===== config.mk =====
export PLATFORM = sky130hd
export DESIGN_NAME = aglr_blend
export DESIGN_NICKNAME = d
export VERILOG_FILES = /design/src/design/aglr_pkg.sv /design/src/design/aglr_blend.sv
export SDC_FILE = /design/constraint.sdc
export NUM_CORES = 1
export LEC_CHECK = 0
export BUFFER_PORTS_ARGS = -buffer_cell sky130_fd_sc_hd__buf_2
export CAP_MARGIN = 20
export CORE_MARGIN = 1
export CORE_UTILIZATION = 65
export DETAILED_ROUTE_END_ITERATION = 8
export GPL_TIMING_DRIVEN = 0
export PLACE_DENSITY_LB_ADDON = 0.15
export SLEW_MARGIN = 20
export SYNTH_ARGS = -nofsm -noshare
export SYNTH_HDL_FRONTEND = slang
export SYNTH_SLANG_ARGS = --single-unit

===== constraint.sdc =====
create_clock -name clk_i -period 21.2 [get_ports clk_i]
set_input_delay 4.24 -clock clk_i [delete_from_list [all_inputs] [get_ports clk_i]]
set_output_delay 4.24 -clock clk_i [all_outputs]
set_load 0.05 [all_outputs]

===== src/design/aglr_pkg.sv =====
// Shared types and constants for the anti-aliased glow line raster.
// No dependencies; imported by every design file.
package aglr_pkg;

  localparam int FbWidth  = 128;
  localparam int FbHeight = 64;
  localparam int XW = $clog2(FbWidth);
  localparam int YW = $clog2(FbHeight);
  localparam int AW = XW + YW;

  // Request codes.
  localparam logic [1:0] ReqLine  = 2'd0;
  localparam logic [1:0] ReqWrite = 2'd1;
  localparam logic [1:0] ReqRead  = 2'd2;

  // Register indexes.
  localparam logic [1:0] CfgRed   = 2'd0;
  localparam logic [1:0] CfgGreen = 2'd1;
  localparam logic [1:0] CfgBlue  = 2'd2;

  localparam logic [7:0] EndCoverage = 8'd127;

  typedef enum logic [3:0] {
    ST_CLEAR, ST_IDLE, ST_SETUP, ST_DIV, ST_COV, ST_PLOT, ST_RD,
    ST_MIX, ST_WB, ST_NEXT, ST_ACC, ST_RDWAIT, ST_OUT
  } state_e;

  // Which glow centre of a line is being plotted.
  typedef enum logic [1:0] {
    PH_END1, PH_END2, PH_LOW, PH_HIGH
  } phase_e;

endpackage


===== src/design/aglr_blend.sv =====
// One channel blend: cur + trunc((col - cur) * a / 255), registered product.
// Depends on aglr_pkg.
module aglr_blend
  import aglr_pkg::*;
(
  input  logic       clk_i,
  input  logic [7:0] cur_i,
  input  logic [7:0] col_i,
  input  logic [7:0] alpha_i,
  output logic [7:0] new_o
);

  logic signed [17:0] prod_q;
  logic [17:0]        mag;
  logic [27:0]        recip;
  logic [9:0]         quo;
  logic [17:0]        rem;
  logic [8:0]         qfix;
  logic               neg_q;
  logic [7:0]         cur_q;

  // Stage one: signed product.
  always_ff @(posedge clk_i) begin
    prod_q <= (18'(signed'({1'b0, col_i})) - 18'(signed'({1'b0, cur_i})))
              * 18'(signed'({10'd0, alpha_i}));
    cur_q  <= cur_i;
    neg_q  <= col_i < cur_i;
  end

  // Stage two: divide magnitude by 255 via reciprocal plus one correction.
  always_comb begin
    mag   = neg_q ? 18'(-prod_q) : 18'(prod_q);
    recip = 28'(mag) * 28'd257;
    quo   = recip[25:16];
    rem   = mag - 18'(quo) * 18'd255;
    qfix  = (rem >= 18'd255) ? 9'(quo + 10'd1) : quo[8:0];
    new_o = neg_q ? 8'(cur_q - qfix[7:0]) : 8'(cur_q + qfix[7:0]);
  end

endmodule


Word level (Yosys, flattened, before mapping)
Cells that the tools add are included.

Register bits: 27. Bits of input ports: 25. Output and inout port bits: 8.

Add/subtract/negate cells: 6. $mul: 3. Order comparisons: 2. Muxes and demuxes: 3.

Operators by type and width (number): multiplier 18 x 9 -> 26 bit, second input constant (1); >= comparator 18 x 8 -> 1 bit, second input constant (1); multiplier 10 x 8 -> 18 bit, second input constant (1); multiplier 9 x 9 -> 18 bit (1); two-way mux 18 bit (1); negation 18 bit (1); subtractor 18 bit (1); two-way mux 8 bit (2); subtractor 8 x 8 -> 9 bit (1); adder 8 x 1 -> 8 bit, second input constant (1); adder 8 bit (1); less-than comparator 8 bit (1); subtractor 8 bit (1).

Longest topological paths before layout
Word-level depth: 9. Gate-level depth with buffers: 52. Mapped depth without buffers: 50.

Least setup slack after synthesis
Ideal clock, no wire load.

Kind: register -> output. From: reg prod_q[0]. To: out new_o[7]. Arrival: 11978 ps. Data required time: 16960 ps. Slack: 4982 ps. Cell stages (with the launch flop): 52. Path buffers: 1. Cell sequence: dfxtp_1 > inv_1 > ha_1 > or3b_2 > or3_1 > o21ai_0 > xor2_1 > inv_1 > xnor2_1 > ha_1 > ha_1 > and3_1 > and3_1 > o211ai_1 > a21oi_1 > nor2_1 > nor3_1 > nand2_1 > [... 16 more ...] > a31o_2 > nor4_2 > nand2_2 > buf_6 > mux4_2 > o211ai_1 > ha_1 > nor2b_1 > o21ai_0 > a21boi_0 > o21ai_0 > nand2b_1 > a21o_1 > a21oi_1 > xor2_1 > xnor2_1 > xnor2_1 > xnor2_1.

Longest elaborated chain between the ends: 9. Elaborated cells between the ends (all ways): 11.

Ends and longest elaborated chain: from (decl) (line aglr_blend.sv:13) `logic signed [17:0] prod_q;`; from (signal assigned) (line aglr_blend.sv:24) `prod_q <= (18'(signed'({1'b0, col_i})) - 18'(signed'({1'b0, cur_i})))`; negation 18 bit (line aglr_blend.sv:32) `mag = neg_q ? 18'(-prod_q) : 18'(prod_q);`; two-way mux 18 bit * (line aglr_blend.sv:32); multiplier 18 x 9 -> 26 bit (line aglr_blend.sv:33) `recip = 28'(mag) * 28'd257;`; multiplier 10 x 8 -> 18 bit (line aglr_blend.sv:35) `rem = mag - 18'(quo) * 18'd255;`; subtractor 18 bit (line aglr_blend.sv:35); >= comparator 18 x 8 -> 1 bit (line aglr_blend.sv:36) `qfix = (rem >= 18'd255) ? 9'(quo + 10'd1) : quo[8:0];`; two-way mux 8 bit * (line aglr_blend.sv:36); adder 8 bit or subtractor 8 bit (tied branches) (line aglr_blend.sv:37) `new_o = neg_q ? 8'(cur_q - qfix[7:0]) : 8'(cur_q + qfix[7:0]);`; two-way mux 8 bit * (line aglr_blend.sv:37); to (decl) (line aglr_blend.sv:10) `output logic [7:0] new_o`.

Every way passes the cells marked *; elsewhere a longest branch is shown, timed or not.

Worst setup path after layout
Same ends and word-level chain as after synthesis.

==> metrics.md <==
| Metric | Value |
|---|---|
| Clock Sinks | 27 |
| Vias post-DR | roughly 6.2k |
| Initial antenna violation count | 0 |
| WP data arrival | between 10 and 15 ns |
| Synth cell types | 71 |
| Worst min path class | in -> reg |
| Detail-routed via count per cell | approximately 5.4 |
| TritonCTS clock tree | done |
| CTS root buf | clkbuf_16 |
| Layout net count | roughly 1.2k |
| Register area | 540.5 um2 |
| Layout area overhead | 5.655% |
| Final hold vios | 0 |
| Fmax | 55.21 MHz |
| Area of the multi-input gates | 6633 um2 |
| EDFF count, synth | 0 |
| Dpl hpwl | 14350 um |
| Hold WS | between 4 and 5 ns |
| CTS resizes | 0 |
| Layout cell share with drive strength beyond 1 | 0.06218 |
| DR pass1 iterations | 4 |
| Antenna Nets Post-Route | 0 |
| Crit share post-route | 0.8543 |
| Slowest cell on the critical path | xnor2_1 |
| Core area | 12060 um2 |
| IO Count | 33 |
| Outcome | complete, no violations |
| Startpoint types | flop |
| Placement row count | 40 |
| Starting Density | 0.6677 |
| Final TNS setup | 0 ns |
| CTS H-tree depth | 1 |
| CP endpoint kind | primary output |
| Slew headroom | 0.3655 |
| Routed WL per cell | 14.05 um |
| Max stage delay on crit path | roughly 0.77 ns |
| Synth Warn # | 0 |
| Final GP Congestion | approximately 0.9 |
| Ant diodes | 0 |
| Avg Synthesized Cell Area | roughly 8.5 um2 |
| First-pass GRT wire length | ~27000 um |
| Total GRT Usage | 0.2666 |
| Grt ovf | 0 |
| Max Root-Sink Buffers | 2 |
| Actual slew at the worst max-slew pin | 0.9450 ns |
| Cell mode on critical path | inv_1 |
| Cell area after synthesis | just over 8000 um2 |
| Horiz. Die Dim | around 110 um |
| Final max-slew violation count | 0 |
| Max Cap Viol | 0 |
| CP Class | reg -> out |
| Die span in y | 113.3 um |
| Worst Path Max Fanout | 10 |
| Minimum clock period | roughly 18 ns |
| FILL cells | approximately 1000 |
| Post-synthesis sequential area ratio | 0.06711 |
| First DRT Iteration DRCs | roughly 190 |
| Num CTS Buffers | 3 |
| Main synth FF type | dfxtp_1 |
| Die footprint | around 13000 um2 |
| Largest net degree at the start of global routing | 15 |
| CTS Hold Bufs | 0 |
| Syn Inst Count | ~950 |
| Drt total wl | between 15000 and 20000 um |
| Vias in the first global route | ~6.2k |
| CP Data Required Time | between 15 and 20 ns |
| IO buf count | 29 |
| Synth Register Bits | 27 |
| Syn nets | approximately 1.2k |
| DRC Markers | 0 |
| Most frequent cells in the layout | 225 x inv_1, 114 x ha_1, 108 x fa_1 |
| Unrepaired setup endpoints after global routing | no |
| Fraction of registers with async set or reset after synthesis | 0 |
| Setup bufs post-CTS | 0 |
| Clock slew at reported path FFs | ~0.060 ns |
| Final setup viols | 0 |
| Commonest non-fill, non-tap cell in the layout | inv_1 |
## per-layer routing
metal  up-vias  part of all wire  GRT usage  wire length [um]
met1      2951              0.41     0.3009              6654
met2        75              0.54     0.5178              8644
met3        34             0.019    0.01875               311
met4         0             0.033     0.1070               538
li1       3099                 -          -                 -
met5         -                 0          0                 0
## worst max-delay path, delay by kind of cell, from the launching register on
family | cells | cell delay (ns)
muxes | 2 | 0.41
buffers and inverters | 9 | 1.26
and+or+nand+nor | 12 | 3.11
xor gates and xnor gates | 7 | 2.08
DFF | 1 | 0.34
adders and majority gates | 9 | 3.77
AOI/OAI and AO/OA | 13 | 2.60
## cell families (layout without fill, tap and decap cells)
| kind of cell | after synthesis | in the layout | share of synthesized area |
|---|---|---|---|
| flops | 27 | 27 | 0.06711 |
| buf+inv | 236 | 270 | 0.1111 |
| compound gates | 142 | 142 | 0.1235 |
| mux | 10 | 10 | 0.01445 |
| xor+xnor | 85 | 85 | 0.09616 |
| fa+ha+maj | 223 | 223 | 0.4468 |
| simple gates | 224 | 224 | 0.1409 |
## final cells by class
| cell class | instances | area share |
|---|---|---|
| Sequential cell | 27 | 0.06352 |
| Timing Repair Buffer | 30 | 0.01794 |
| Tap cell | 168 | 0.02470 |
| Clock buffer | 4 | 0.009263 |
| Multi-Input combinational cell | 684 | 0.7794 |
| Inverter | 227 | 0.1001 |
| Buffer | 9 | 0.004999 |
## sequential cells by signal (all words and copies together), names as in the netlist
signal / flops
cur_q: 8
neg_q: 1
prod_q: 18
## cell usage after synthesis, types with 4 or more instances
library cell | n | area (um2)
xor2_1 | 33 | 289.0
o31ai_1 | 6 | 45.04
xnor2_1 | 48 | 420.4
fa_1 | 108 | 2162
nand2_1 | 65 | 244.0
a21boi_0 | 5 | 37.54
inv_1 | 225 | 844.6
mux2i_1 | 8 | 80.08
nor3_1 | 13 | 65.06
ha_1 | 114 | 1426
clkbuf_1 | 6 | 22.52
o41ai_1 | 4 | 35.03
nor2_1 | 48 | 180.2
a21o_1 | 13 | 97.59
dfxtp_1 | 27 | 540.5
and2_1 | 44 | 275.3
a31oi_1 | 6 | 37.54
nand3_1 | 8 | 40.04
nor4_1 | 4 | 25.02
nand2b_1 | 9 | 56.30
o21a_1 | 5 | 37.54
and3_1 | 4 | 25.02
o21ai_0 | 27 | 135.1
or4_1 | 4 | 30.03
o21bai_1 | 6 | 45.04
a21oi_1 | 33 | 165.2
nor2b_1 | 10 | 62.56
or3_1 | 5 | 31.28
## stage by stage
| stage | setup slack, ns | util | cells | instance area, um2 |
|---|---|---|---|---|
| 3_5_place_dp | 3.417 | 0.6983 | 1145 | 8423 |
| 5_1_grt | 2.274 | 0.7055 | 1149 | 8509 |
| 3_3_place_gp | 3.610 | 0.6972 | 1144 | 8409 |
| 6_report | 3.089 | 0.7055 | 1149 | 8509 |
| 2_1_floorplan | 4.982 | - | 947 | 8054 |
| 4_1_cts | 3.076 | 0.7049 | 1149 | 8502 |
## path summary, 6_finish.rpt
path	start	to	slack, ns	depth (start not counted)
setup / recovery	prod_q[0]$_DFF_P_	new_o[7]	3.09	52
hold / removal	cur_i[1]	cur_q[1]$_DFF_P_	4.09	1
Power is left out: the tool's default activity adds up to more than one toggle a clock period on the data nets, which glitch-free logic cannot reach.
